**src/hw/rtl/mpd_pkg.sv**
```systemverilog
// Shared constants, codes and record types for the message packet deframer.
// No dependencies; mpd_parser, the top level and the checker use this package.
package mpd_pkg;

  localparam int unsigned LENGTH_BITS = 32;
  localparam logic [31:0] LEN_MAX = 32'((64'd1 << LENGTH_BITS) - 64'd1);

  localparam logic [1:0] ACT_BYTE    = 2'd0;
  localparam logic [1:0] ACT_FAIL    = 2'd1;
  localparam logic [1:0] ACT_TIMEOUT = 2'd2;

  localparam logic [1:0] KIND_HEADER  = 2'd0;
  localparam logic [1:0] KIND_PAYLOAD = 2'd1;
  localparam logic [1:0] KIND_ERROR   = 2'd2;

  localparam logic [2:0] ERR_FIRST_FAIL    = 3'd0;
  localparam logic [2:0] ERR_FIRST_TIMEOUT = 3'd1;
  localparam logic [2:0] ERR_NO_MARKER     = 3'd2;
  localparam logic [2:0] ERR_NO_MAGIC      = 3'd3;
  localparam logic [2:0] ERR_HDR_SHORT     = 3'd4;
  localparam logic [2:0] ERR_CONT_FAIL     = 3'd5;
  localparam logic [2:0] ERR_CONT_TIMEOUT  = 3'd6;

  localparam logic [1:0] REG_MARKER = 2'd0;
  localparam logic [1:0] REG_MAGIC1 = 2'd1;
  localparam logic [1:0] REG_MAGIC2 = 2'd2;

  localparam logic [3:0] PH_IDLE    = 4'd0;
  localparam logic [3:0] PH_MAG1    = 4'd1;
  localparam logic [3:0] PH_MAG2    = 4'd2;
  localparam logic [3:0] PH_TYPE_HI = 4'd3;
  localparam logic [3:0] PH_TYPE_LO = 4'd4;
  localparam logic [3:0] PH_LEN0    = 4'd5;
  localparam logic [3:0] PH_LEN1    = 4'd6;
  localparam logic [3:0] PH_LEN2    = 4'd7;
  localparam logic [3:0] PH_LEN3    = 4'd8;
  localparam logic [3:0] PH_PAYLOAD = 4'd9;
  localparam logic [3:0] PH_CONT    = 4'd10;
  localparam logic [3:0] PH_SKIP    = 4'd11;

  typedef struct packed {
    logic [1:0] action;
    logic [7:0] data_byte;
    logic       packet_start;
    logic       packet_end;
  } in_item_t;

  typedef struct packed {
    logic [1:0]  kind;
    logic [15:0] msg_type;
    logic [31:0] data_length;
    logic [7:0]  payload_byte;
    logic        last;
    logic [2:0]  error_code;
  } out_item_t;

  typedef struct packed {
    logic [7:0] marker_value;
    logic [7:0] magic_first;
    logic [7:0] magic_second;
  } cfg_t;

  typedef struct packed {
    logic [3:0]             phase;
    logic [15:0]            type_reg;
    logic [23:0]            len_acc;
    logic [LENGTH_BITS-1:0] length_reg;
    logic [LENGTH_BITS-1:0] received_count;
  } state_t;

endpackage

```
**src/hw/rtl/mpd_in_if.sv**
```systemverilog
// Input channel of the deframer: valid/ready handshake with one packet event.
// No dependencies.
interface mpd_in_if;
  logic       valid;
  logic       ready;
  logic [1:0] action;
  logic [7:0] data_byte;
  logic       packet_start;
  logic       packet_end;

  modport source (output valid, action, data_byte, packet_start, packet_end, input ready);
  modport sink   (input valid, action, data_byte, packet_start, packet_end, output ready);
endinterface

```
**src/hw/rtl/mpd_out_if.sv**
```systemverilog
// Output channel of the deframer: valid/ready handshake with one result record.
// No dependencies.
interface mpd_out_if;
  logic        valid;
  logic        ready;
  logic [1:0]  kind;
  logic [15:0] msg_type;
  logic [31:0] data_length;
  logic [7:0]  payload_byte;
  logic        last;
  logic [2:0]  error_code;

  modport source (output valid, kind, msg_type, data_length, payload_byte, last, error_code,
                  input ready);
  modport sink   (input valid, kind, msg_type, data_length, payload_byte, last, error_code,
                  output ready);
endinterface

```
**src/hw/rtl/mpd_parser.sv**
```systemverilog
// Next-state and result logic of the deframer for one registered input event.
// Depends on mpd_pkg.
module mpd_parser (
  input  mpd_pkg::state_t   state_i,
  input  mpd_pkg::cfg_t     cfg_i,
  input  mpd_pkg::in_item_t item_i,
  output mpd_pkg::state_t   state_o,
  output logic              hit_o,
  output mpd_pkg::out_item_t result_o
);

  logic                           do_first;
  logic                           do_pay;
  logic                           fin;
  logic [31:0]                    full;
  logic [31:0]                    sat;
  logic [mpd_pkg::LENGTH_BITS-1:0] cnt_inc;
  logic                           pending;
  logic [7:0]                     b;
  logic                           st;
  logic                           en;

  assign b  = item_i.data_byte;
  assign st = item_i.packet_start;
  assign en = item_i.packet_end;
  assign pending = (state_i.phase == mpd_pkg::PH_PAYLOAD) ||
                   (state_i.phase == mpd_pkg::PH_CONT);
  assign full = {state_i.len_acc, b};
  assign sat = (full > mpd_pkg::LEN_MAX) ? mpd_pkg::LEN_MAX : full;
  assign cnt_inc = state_i.received_count + 1'b1;
  assign fin = (cnt_inc == state_i.length_reg);

  always_comb begin
    state_o  = state_i;
    hit_o    = 1'b0;
    result_o = '0;
    do_first = 1'b0;
    do_pay   = 1'b0;
    case (item_i.action)
      mpd_pkg::ACT_FAIL, mpd_pkg::ACT_TIMEOUT: begin
        state_o.phase       = mpd_pkg::PH_IDLE;
        hit_o               = 1'b1;
        result_o.kind       = mpd_pkg::KIND_ERROR;
        if (item_i.action == mpd_pkg::ACT_FAIL) begin
          result_o.error_code = pending ? mpd_pkg::ERR_CONT_FAIL : mpd_pkg::ERR_FIRST_FAIL;
        end else begin
          result_o.error_code = pending ? mpd_pkg::ERR_CONT_TIMEOUT
                                        : mpd_pkg::ERR_FIRST_TIMEOUT;
        end
      end
      mpd_pkg::ACT_BYTE: begin
        unique case (state_i.phase)
          mpd_pkg::PH_SKIP: begin
            if (st) begin
              do_first = 1'b1;
            end else if (en) begin
              state_o.phase = mpd_pkg::PH_IDLE;
            end
          end
          mpd_pkg::PH_MAG1: begin
            if (b != cfg_i.magic_first || en) begin
              state_o.phase       = en ? mpd_pkg::PH_IDLE : mpd_pkg::PH_SKIP;
              hit_o               = 1'b1;
              result_o.kind       = mpd_pkg::KIND_ERROR;
              result_o.error_code = mpd_pkg::ERR_NO_MAGIC;
            end else begin
              state_o.phase = mpd_pkg::PH_MAG2;
            end
          end
          mpd_pkg::PH_MAG2: begin
            if (b != cfg_i.magic_second) begin
              state_o.phase       = en ? mpd_pkg::PH_IDLE : mpd_pkg::PH_SKIP;
              hit_o               = 1'b1;
              result_o.kind       = mpd_pkg::KIND_ERROR;
              result_o.error_code = mpd_pkg::ERR_NO_MAGIC;
            end else if (en) begin
              state_o.phase       = mpd_pkg::PH_IDLE;
              hit_o               = 1'b1;
              result_o.kind       = mpd_pkg::KIND_ERROR;
              result_o.error_code = mpd_pkg::ERR_HDR_SHORT;
            end else begin
              state_o.phase = mpd_pkg::PH_TYPE_HI;
            end
          end
          mpd_pkg::PH_TYPE_HI, mpd_pkg::PH_TYPE_LO, mpd_pkg::PH_LEN0,
          mpd_pkg::PH_LEN1, mpd_pkg::PH_LEN2: begin
            if (state_i.phase == mpd_pkg::PH_TYPE_HI) begin
              state_o.type_reg = {b, 8'h00};
            end else if (state_i.phase == mpd_pkg::PH_TYPE_LO) begin
              state_o.type_reg = state_i.type_reg | {8'h00, b};
            end else if (state_i.phase == mpd_pkg::PH_LEN0) begin
              state_o.len_acc = {16'h0000, b};
            end else begin
              state_o.len_acc = {state_i.len_acc[15:0], b};
            end
            if (en) begin
              state_o.phase       = mpd_pkg::PH_IDLE;
              hit_o               = 1'b1;
              result_o.kind       = mpd_pkg::KIND_ERROR;
              result_o.error_code = mpd_pkg::ERR_HDR_SHORT;
            end else begin
              state_o.phase = state_i.phase + 4'd1;
            end
          end
          mpd_pkg::PH_LEN3: begin
            state_o.length_reg     = sat[mpd_pkg::LENGTH_BITS-1:0];
            state_o.received_count = '0;
            hit_o                  = 1'b1;
            result_o.kind          = mpd_pkg::KIND_HEADER;
            result_o.msg_type      = state_i.type_reg;
            result_o.data_length   = sat;
            result_o.last          = (sat == 32'd0);
            if (sat == 32'd0) begin
              state_o.phase = en ? mpd_pkg::PH_IDLE : mpd_pkg::PH_SKIP;
            end else begin
              state_o.phase = en ? mpd_pkg::PH_CONT : mpd_pkg::PH_PAYLOAD;
            end
          end
          mpd_pkg::PH_PAYLOAD: begin
            do_pay = 1'b1;
          end
          mpd_pkg::PH_CONT: begin
            if (b == cfg_i.marker_value) begin
              state_o.phase = en ? mpd_pkg::PH_CONT : mpd_pkg::PH_PAYLOAD;
            end else begin
              do_pay = 1'b1;
            end
          end
          default: begin
            state_o.phase = mpd_pkg::PH_IDLE;
            do_first      = st;
          end
        endcase

        if (do_first) begin
          if (b != cfg_i.marker_value) begin
            state_o.phase       = en ? mpd_pkg::PH_IDLE : mpd_pkg::PH_SKIP;
            hit_o               = 1'b1;
            result_o.kind       = mpd_pkg::KIND_ERROR;
            result_o.error_code = mpd_pkg::ERR_NO_MARKER;
          end else if (en) begin
            state_o.phase       = mpd_pkg::PH_IDLE;
            hit_o               = 1'b1;
            result_o.kind       = mpd_pkg::KIND_ERROR;
            result_o.error_code = mpd_pkg::ERR_NO_MAGIC;
          end else begin
            state_o.phase = mpd_pkg::PH_MAG1;
          end
        end

        if (do_pay) begin
          state_o.received_count = cnt_inc;
          hit_o                  = 1'b1;
          result_o.kind          = mpd_pkg::KIND_PAYLOAD;
          result_o.payload_byte  = b;
          result_o.last          = fin;
          if (fin) begin
            state_o.phase = en ? mpd_pkg::PH_IDLE : mpd_pkg::PH_SKIP;
          end else begin
            state_o.phase = en ? mpd_pkg::PH_CONT : mpd_pkg::PH_PAYLOAD;
          end
        end
      end
      default: begin
        hit_o = 1'b0;
      end
    endcase
  end

endmodule

```
**src/hw/rtl/message_packet_deframer_top.sv**
```systemverilog
// Top level of the message packet deframer: input register, parser, result register.
// Depends on mpd_pkg, mpd_in_if, mpd_out_if and mpd_parser.
//
// Usage: in_i carries one packet event per transaction (a byte with start and end
// flags, or a read-failure or timeout event). out_o delivers at most one result per
// event: a decoded header (type and length), a payload byte, or a numbered error.
// The config port (cfg_we_i, cfg_index_i, cfg_data_i) sets the marker byte and the
// two magic bytes; write it only while the block is idle.
// An accepted event is loaded into the input register; its result is then loaded into
// the result register once that register is free.
// Throughput: one event per cycle while out_o is not stalled, with the combinational
// parser between the two registers; the state for one byte updates with the result.
// When out_o is stalled the result register holds, the input register fills, and
// in_i.ready falls; nothing is dropped. Events that give no result also wait for a
// free result register.
// Reset: parser goes idle, counters clear, the registers take their default
// values (marker 63, magic 35 and 35), and both registers empty.
module message_packet_deframer_top (
  input  logic        clk_i,
  input  logic        rst_ni,
  mpd_in_if.sink      in_i,
  mpd_out_if.source   out_o,
  input  logic        cfg_we_i,
  input  logic [1:0]  cfg_index_i,
  input  logic [7:0]  cfg_data_i
);

  logic               s1_valid_q;
  mpd_pkg::in_item_t  s1_item_q;
  mpd_pkg::in_item_t  in_item;
  logic               s1_adv;
  logic               in_fire;
  mpd_pkg::state_t    state_q;
  mpd_pkg::state_t    state_d;
  mpd_pkg::cfg_t      cfg_q;
  logic               hit;
  mpd_pkg::out_item_t result;
  logic               out_valid_q;
  mpd_pkg::out_item_t out_item_q;

  assign in_item.action       = in_i.action;
  assign in_item.data_byte    = in_i.data_byte;
  assign in_item.packet_start = in_i.packet_start;
  assign in_item.packet_end   = in_i.packet_end;

  assign s1_adv     = s1_valid_q && (!out_valid_q || out_o.ready);
  assign in_i.ready = !s1_valid_q || s1_adv;
  assign in_fire    = in_i.valid && in_i.ready;

  mpd_parser u_parser (
    .state_i  (state_q),
    .cfg_i    (cfg_q),
    .item_i   (s1_item_q),
    .state_o  (state_d),
    .hit_o    (hit),
    .result_o (result)
  );

  always_ff @(posedge clk_i or negedge rst_ni) begin
    if (!rst_ni) begin
      s1_valid_q <= 1'b0;
    end else if (in_i.ready) begin
      s1_valid_q <= in_i.valid;
    end
  end

  always_ff @(posedge clk_i) begin
    if (in_fire) begin
      s1_item_q <= in_item;
    end
  end

  always_ff @(posedge clk_i or negedge rst_ni) begin
    if (!rst_ni) begin
      state_q.phase          <= mpd_pkg::PH_IDLE;
      state_q.type_reg       <= '0;
      state_q.len_acc        <= '0;
      state_q.length_reg     <= '0;
      state_q.received_count <= '0;
    end else if (s1_adv) begin
      state_q <= state_d;
    end
  end

  always_ff @(posedge clk_i or negedge rst_ni) begin
    if (!rst_ni) begin
      cfg_q.marker_value <= 8'd63;
      cfg_q.magic_first  <= 8'd35;
      cfg_q.magic_second <= 8'd35;
    end else if (cfg_we_i) begin
      case (cfg_index_i)
        mpd_pkg::REG_MARKER: cfg_q.marker_value <= cfg_data_i;
        mpd_pkg::REG_MAGIC1: cfg_q.magic_first  <= cfg_data_i;
        mpd_pkg::REG_MAGIC2: cfg_q.magic_second <= cfg_data_i;
        default: cfg_q <= cfg_q;
      endcase
    end
  end

  always_ff @(posedge clk_i or negedge rst_ni) begin
    if (!rst_ni) begin
      out_valid_q <= 1'b0;
    end else if (s1_adv) begin
      out_valid_q <= hit;
    end else if (out_o.ready) begin
      out_valid_q <= 1'b0;
    end
  end

  always_ff @(posedge clk_i) begin
    if (s1_adv && hit) begin
      out_item_q <= result;
    end
  end

  assign out_o.valid        = out_valid_q;
  assign out_o.kind         = out_item_q.kind;
  assign out_o.msg_type     = out_item_q.msg_type;
  assign out_o.data_length  = out_item_q.data_length;
  assign out_o.payload_byte = out_item_q.payload_byte;
  assign out_o.last         = out_item_q.last;
  assign out_o.error_code   = out_item_q.error_code;

endmodule

```
**src/flat_wrapper.sv**
```systemverilog
// flat-port wrapper written by rule: the top's interface ports become plain ports
module message_packet_deframer_top_flat 
  (clk_i, rst_ni, cfg_we_i, cfg_index_i, cfg_data_i, in_i_valid, in_i_action, in_i_data_byte, in_i_packet_start, in_i_packet_end, in_i_ready, out_o_valid, out_o_kind, out_o_msg_type, out_o_data_length, out_o_payload_byte, out_o_last, out_o_error_code, out_o_ready);
  mpd_in_if in_i_i ();
  mpd_out_if out_o_i ();
  input  logic clk_i;
  input  logic rst_ni;
  input  logic cfg_we_i;
  input  logic [1:0] cfg_index_i;
  input  logic [7:0] cfg_data_i;
  input wire logic [$bits(in_i_i.valid)-1:0] in_i_valid;
  input wire logic [$bits(in_i_i.action)-1:0] in_i_action;
  input wire logic [$bits(in_i_i.data_byte)-1:0] in_i_data_byte;
  input wire logic [$bits(in_i_i.packet_start)-1:0] in_i_packet_start;
  input wire logic [$bits(in_i_i.packet_end)-1:0] in_i_packet_end;
  output wire logic [$bits(in_i_i.ready)-1:0] in_i_ready;
  output wire logic [$bits(out_o_i.valid)-1:0] out_o_valid;
  output wire logic [$bits(out_o_i.kind)-1:0] out_o_kind;
  output wire logic [$bits(out_o_i.msg_type)-1:0] out_o_msg_type;
  output wire logic [$bits(out_o_i.data_length)-1:0] out_o_data_length;
  output wire logic [$bits(out_o_i.payload_byte)-1:0] out_o_payload_byte;
  output wire logic [$bits(out_o_i.last)-1:0] out_o_last;
  output wire logic [$bits(out_o_i.error_code)-1:0] out_o_error_code;
  input wire logic [$bits(out_o_i.ready)-1:0] out_o_ready;
  assign in_i_i.valid = in_i_valid;
  assign in_i_i.action = in_i_action;
  assign in_i_i.data_byte = in_i_data_byte;
  assign in_i_i.packet_start = in_i_packet_start;
  assign in_i_i.packet_end = in_i_packet_end;
  assign in_i_ready = in_i_i.ready;
  assign out_o_valid = out_o_i.valid;
  assign out_o_kind = out_o_i.kind;
  assign out_o_msg_type = out_o_i.msg_type;
  assign out_o_data_length = out_o_i.data_length;
  assign out_o_payload_byte = out_o_i.payload_byte;
  assign out_o_last = out_o_i.last;
  assign out_o_error_code = out_o_i.error_code;
  assign out_o_i.ready = out_o_ready;
  message_packet_deframer_top u_core (.clk_i(clk_i), .rst_ni(rst_ni), .in_i(in_i_i), .out_o(out_o_i), .cfg_we_i(cfg_we_i), .cfg_index_i(cfg_index_i), .cfg_data_i(cfg_data_i));
endmodule
```
**config.mk**
```make
export PLATFORM = sky130hd
export DESIGN_NAME = message_packet_deframer_top_flat
export DESIGN_NICKNAME = d
export VERILOG_FILES = /design/src/hw/rtl/mpd_pkg.sv /design/src/hw/rtl/mpd_in_if.sv /design/src/hw/rtl/mpd_out_if.sv /design/src/hw/rtl/mpd_parser.sv /design/src/hw/rtl/message_packet_deframer_top.sv /design/src/flat_wrapper.sv
export SDC_FILE = /design/constraint.sdc
export NUM_CORES = 1
export LEC_CHECK = 0
export CAP_MARGIN = 5
export CORE_MARGIN = 5
export CORE_UTILIZATION = 40
export CTS_CLUSTER_DIAMETER = 120
export DETAILED_ROUTE_END_ITERATION = 16
export DONT_BUFFER_PORTS = 1
export GPL_TIMING_DRIVEN = 0
export HOLD_SLACK_MARGIN = 0.03
export PLACE_DENSITY = 0.59
export SYNTH_ARGS = -nofsm -noshare
export SYNTH_HDL_FRONTEND = slang
export SYNTH_SLANG_ARGS = --single-unit
```
**constraint.sdc**
```tcl
create_clock -name clk_i -period 5.7 [get_ports clk_i]
set_input_delay 0.285 -clock clk_i [delete_from_list [all_inputs] [get_ports clk_i]]
set_output_delay 0.285 -clock clk_i [all_outputs]
set_load 0.01 [all_outputs]
```
# After elaboration in Yosys (flattened, before gate mapping)
# Cells that the tools add are included.
dict set report totals {
  reg_bits 208
  out_inout_bits 64
}
dict set report classes {
  n_addsub 2
  magnitude_cmp 1
  n_eq_ne 24
  n_mux 62
  bitwise_logic 3
  reduce_logical 29
}
# op n
set ops {}
lappend ops {{two-way mux 32 bit} 3}
lappend ops {{two-way mux 4 bit} 12}
lappend ops {{adder 32 x 1 -> 32 bit (second input constant)} 1}
lappend ops {{equality test 32 bit} 1}
lappend ops {{greater-than comparator 32 bit (second input constant)} 1}
lappend ops {{logical NOT 32 bit} 1}
lappend ops {{two-way mux 16 bit} 2}
lappend ops {{case mux 4 bit (7 select lines)} 1}
lappend ops {{two-way mux 24 bit} 1}
lappend ops {{two-way mux 3 bit} 8}
lappend ops {{!= test 8 bit} 3}
lappend ops {{two-way mux 2 bit} 10}
lappend ops {{equality test 4 x 3 -> 1 bit (second input constant)} 4}
lappend ops {{equality test 4 bit (second input constant)} 4}
lappend ops {{two-way mux 1 bit} 16}
lappend ops {{bitwise OR 16 x 8 -> 16 bit} 1}
lappend ops {{!= test 5 bit (second input constant)} 2}
lappend ops {{AND reduction 2 bit} 5}
lappend ops {{OR reduction 10 bit} 1}
lappend ops {{case mux 3 bit (3 select lines)} 1}
lappend ops {{equality test 4 x 2 -> 1 bit (second input constant)} 2}
lappend ops {{equality test 8 bit} 1}
lappend ops {{case mux 4 bit (2 select lines)} 1}
lappend ops {{nonzero test 2 bit} 4}
lappend ops {{other kinds (22)} 35}

# Depth between registers and ports, before layout
dict set report logic_depth {
  word_depth 10
  ltp_mapped 13
  mapped_depth_nobuf 11
}

# By module
# Synthesis repeated with hierarchy kept, for this count alone.
dict set report hier_totals {
  hier_cells 1084
  area_unflattened_um2 11750.0
}
# mod n_inst cells_per_inst area_per_inst_um2 seq_area_each_um2
set modules_own_cells {}
lappend modules_own_cells {message_packet_deframer_top 1 363 7318.3 5590.4}
lappend modules_own_cells {mpd_parser 1 721 4431.8 0.0}

# Least setup slack after synthesis
# Ideal clock, no wire load.
dict set report synth_timing {
  path_kind {register to register}
  startpoint {register u_core.state_q[104] in the netlist's numbering}
  endpoint {register u_core.out_item_q, in the netlist u_core.out_o.data_length[0] (enable)}
  setup_time_ps 519
  arrival_ps 4762
  slack_ps 419
  path_stages_with_launch 11
  period_less_slack_ps 5281
  cell_sequence {dfrtp_1 > inv_1 > ha_1 > clkbuf_1 > o21ai_0 > a21oi_1 > nor3b_1 > o32ai_1 > nand2_1 > a21oi_1 > a31oi_1}
}
dict set report synth_between {
  elab_chain_len 9
  elab_cells_between_ends 24
  classes_between {eq/ne (11); mux (10); reduce/logical (3)}
}
# item line
set synth_rtl {}
lappend synth_rtl {{from (decl)} message_packet_deframer_top.sv:33} ;# mpd_pkg::state_t state_q;
lappend synth_rtl {{from (signal assigned)} message_packet_deframer_top.sv:81} ;# state_q <= state_d;
lappend synth_rtl {{equality test 4 x 2 -> 1 bit or equality test 4 x 3 -> 1 bit (tied branches)} mpd_parser.sv:52} ;# unique case (state_i.phase)
lappend synth_rtl {{OR reduction 5 bit} mpd_parser.sv:52}
lappend synth_rtl {{case mux 1 bit (4 select lines)} mpd_parser.sv:52}
lappend synth_rtl {{two-way mux 1 bit} mpd_parser.sv:141} ;# end else if (en) begin
lappend synth_rtl {{two-way mux 1 bit} mpd_parser.sv:136} ;# if (b != cfg_i.marker_value) begin
lappend synth_rtl {{two-way mux 1 bit} mpd_parser.sv:135} ;# if (do_first) begin
lappend synth_rtl {{two-way mux 1 bit (*)} mpd_parser.sv:151} ;# if (do_pay) begin
lappend synth_rtl {{case mux 1 bit (2 select lines) (*)} mpd_parser.sv:39} ;# case (item_i.action)
lappend synth_rtl {{logical AND 1 bit (*)} message_packet_deframer_top.sv:111} ;# if (s1_adv && hit) begin
lappend synth_rtl {{to (signal assigned)} message_packet_deframer_top.sv:112} ;# out_item_q <= result;
lappend synth_rtl {{to (decl)} message_packet_deframer_top.sv:39} ;# mpd_pkg::out_item_t out_item_q;
# Mark *: on every way between the ends. The rest lies on a longest branch, timed or not. The select of a mux whose other input is x is not followed.
# A chain may end at the register's enable or synchronous reset.

# Worst setup path after layout
dict set report layout_timing {
  startpoint {register u_core.state_q[7] in the netlist's numbering}
  endpoint {register u_core.state_q[105] in the netlist's numbering}
}
dict set report layout_between {
  elab_chain_len 5
}
# item line
set layout_rtl {}
lappend layout_rtl {{adder 32 x 1 -> 32 bit} mpd_parser.sv:30} ;# assign cnt_inc = state_i.received_count + 1'b1;
lappend layout_rtl {{equality test 32 bit} mpd_parser.sv:31} ;# assign fin = (cnt_inc == state_i.length_reg);
lappend layout_rtl {{two-way mux 4 bit} mpd_parser.sv:157} ;# if (fin) begin
lappend layout_rtl {{two-way mux 4 bit} mpd_parser.sv:151}
lappend layout_rtl {{case mux 4 bit (2 select lines)} mpd_parser.sv:39}
# No other way between the ends.

==> flow_summary.toml <==
[grt]
track_usage = 0.182
grt_max_degree = 135
grt_pass1_vias = 7347
grt_pass1_wl_um = 41800
antenna_found_initial = 0
overflow = 0

[clock_network]
clkTransAtPathRegs_ns = 0.07
insertion_delay_ns = 0.50
htree_levels = 1
clock-root-buffer = "clkbuf_16"
post_cts_buffers = 0
cts_buffers = 23
cts_max_path_buffers = 3
cts_tree = "yes"
clkSinkCount = 208

[cells_and_area]
layout.cells.non_filler = 1356
n_fill_cell = 2365
multi_input_area_um2 = 4310
n_antenna_cell = 0
syn_to_final_growth_pct = 14.7
drive_gt1_frac = 0.140
fin_nets = 1048
fin_util = 0.468
regArea_um2 = 5590

[drt]
route.vias.total = 7455
drtAntennaViolNets = 0
via_per_inst = 5.50
wirelength_um = 26900
drc = 0
dr.pass1.iters = 5
initialDrtViolationCount = 543
routedWlPerCell_um = 19.8

[placed_design]
place.gp.congestion = 0.916
dpl_worst_slack_ns = 2.04
post-place-cells = 1292
io_buffers = 0
dp_hpwl_um = 18700

[timing]
clock_skew_ns = 0.00796
period_share = 0.659
setup_viol = 0
slew_headroom = 0.204
finalCriticalPeriod_ns = 3.75
tightest_slew_ns = 1.19
hold_slack_ns = 0.0729
timing.fmax_mhz = 266
hold_viol_final = 0
maxSlewViolCount = 0
rsz0062_at_grt = "no"
setup_slack_ns = 1.95
finalSetupTns_ns = 0

[synthesis]
ys_seq_area_frac = 0.543
synthFlopType = "dfrtp_1"
synth_warnings = 0
synthArstFlopShare = 0.644
synth_enable_flop_cells = 74
synth-seq-cells = 208
synth_nets = 998
postSynthAreaPerCell_um2 = 10.7
netlist_area_um2 = 10300
synthCells = 960
yosysUniqueCellTypes = 68

[run_status]
status = "finished, final reports clean"

[power_and_ir_drop]
ir_worst_vdd_mv = 0.288
p_leak_nw = 4.79
power_switching_mw = 1.54
combinationalPowerShare = 0.222
p_sw_frac = 0.318
power.density_nw_per_um2 = 410
internal_power_mw = 3.30
seqPwrFrac = 0.459
p_clk_frac = 0.319

[min_path]
hp-class = "in -> reg"

[worst_setup_path]
critPathKind = "reg -> reg"
start_kind = "register"
worstPathCellList = "buf_2, nand4_1, or3_1, or4_1, xnor2_1, nor4_2, nand4_1, nor3_1, ha_1, a2bb2oi_1, a21oi_1"
worst_ep_required_time_ns = 6.05
cp_slowest_stage_delay_ns = 0.61
crit_fanout = 10
cp_common_cell = "nand4_1"
critical_path_arrival_ns = 4.10
cpMaxStageDelayCell = "or4_1"
cp-end-kind = "register"

[die]
dieArea_um2 = 29000
start_util = 0.408
fp.dieH_um = 170
fp.dieW_um = 170
core_area_um2 = 25300
rows = 58
ios = 91

[flow_run]
maxCapViolCount = 0
## synthesized netlist by cell type (all sizes together), types with 11 or more instances
| cell type | instances | area (µm²) |
|---|---|---|
| mux2 | 48 | 541 |
| nand4 | 16 | 115 |
| xor2 | 36 | 315 |
| xnor2 | 32 | 280 |
| nor4 | 24 | 178 |
| clkbuf | 35 | 133 |
| o31ai | 17 | 133 |
| ha | 11 | 138 |
| and2 | 65 | 407 |
| buf | 29 | 154 |
| dfrtp | 122 | 3050 |
| nor3 | 11 | 60.1 |
| nor2 | 52 | 195 |
| o21ai | 75 | 375 |
| a21oi | 39 | 195 |
| edfxtp | 74 | 2220 |
| dfstp | 12 | 315 |
| nand2 | 80 | 300 |
| nand3 | 43 | 215 |
| inv | 33 | 124 |
## critical path, delay by kind of cell (launching register included)
family / cells / cell delay (ns)
and+or+nand+nor: 6 / 2.32
buffers and inverters: 1 / 0.19
DFF: 1 / 0.31
adders and majority gates: 1 / 0.34
AOI/OAI and AO/OA: 2 / 0.27
xor gates and xnor gates: 1 / 0.19
## area by class of cell
class / count / share of cell area
inverters: 33 / 0.0105
clock buffers: 31 / 0.0556
repair buffers: 25 / 0.0250
clock inverters: 10 / 0.0112
plain buffers: 64 / 0.0243
well taps: 330 / 0.0350
multi-input cells: 655 / 0.365
flip-flops and latches: 208 / 0.473
## placed cells by master, fill, tap and decap left out, drive strengths merged, types with 4 or more instances in the layout
master,n
clkbuf,66
nand2,80
clkinv,4
o211ai,4
inv,33
a31oi,8
buf,32
nand3,43
mux2,48
or3,4
nor3,11
nor4,24
o21ai,75
nor2b,10
and2,65
o31ai,17
dlygate4sd3,22
dfstp,12
mux2i,4
nand4,16
xor2,36
o41ai,5
dfrtp,122
and3,9
a41oi,4
nor2,52
xnor2,32
edfxtp,74
nand2b,5
and4,4
ha,11
a22o,4
a21oi,39
nor3b,6
## what timing repair did
action / in CTS / in global routing
gates resized for setup: 0 / 0
hold endpoints to repair: 171 / 0
hold buffers: 23 / 0
endpoints found under the setup margin: 0 / 0
## power groups by stage
stage	clock, mW	combinational [mW]	sequential (mW)
floorplan	0	0.772	2.15
global route	1.64	1.19	2.26
global placement	0	0.985	2.27
CTS	1.57	1.07	2.23
finish	1.55	1.07	2.22
detailed placement	0	1.03	2.26
## logic make-up (layout without fill, tap and decap cells)
family                   after synthesis  in the layout  share of synthesized area
XOR/XNOR                              68             68                     0.0578
multiplexers                          52             52                     0.0564
buffers and inverters                 97            163                     0.0399
adder cells (fa/ha/maj)               11             11                     0.0134
flip-flops                           208            208                      0.543
AND/OR/NAND/NOR                      341            341                      0.178
AO/OA/AOI/OAI                        183            183                      0.112
## sequential cells by signal (all words and copies together), names as in the netlist
signal                     flops
u_core.out_o.kind              2
u_core.cfg_q                  24
u_core.out_o.msg_type         16
u_core.s1_valid_q              1
u_core.out_o.valid             1
u_core.out_o.payload_byte      8
u_core.s1_item_q              12
u_core.out_o.last              1
u_core.state_q               108
u_core.out_o.error_code        3
u_core.out_o.data_length      32
## worst paths after layout
check	depth (start not counted)	startpoint	slack [ns]	endpoint
worst max-delay path	11	u_core.state_q[7]$_DFFE_PN0P_	1.95	u_core.state_q[105]$_DFFE_PN0P_
max in group asynchronous	2	rst_ni	4.71	u_core.state_q[26]$_DFFE_PN0P_
worst min-delay path	2	out_o_ready	0.07	u_core.out_o.valid$_DFFE_PN0P_
worst max register to register	11	u_core.state_q[7]$_DFFE_PN0P_	1.95	u_core.state_q[105]$_DFFE_PN0P_
worst min register to register	2	u_core.state_q[96]$_DFFE_PN0P_	0.47	u_core.state_q[96]$_DFFE_PN0P_
min in group asynchronous	2	rst_ni	0.41	u_core.state_q[21]$_DFFE_PN0P_
## through the flow
stage	cell area [µm²]	total power, mW
after floorplan	10300	2.92
after global placement	10700	3.26
after detailed placement	10800	3.29
after CTS	11800	4.88
after global routing	11800	5.09
final	11800	4.84
## routing by layer
| layer | share of wire | global-route usage | vias to the layer above |
|---|---|---|---|
| met2 | 0.47 | 0.294 | 220 |
| met3 | 0.054 | 0.0297 | 41 |
| met1 | 0.45 | 0.256 | 3674 |
| met4 | 0.029 | 0.0538 | 0 |
| met5 | 0 | 0 | - |
| li1 | - | - | 3520 |
Power figures use the tool's default switching activity.
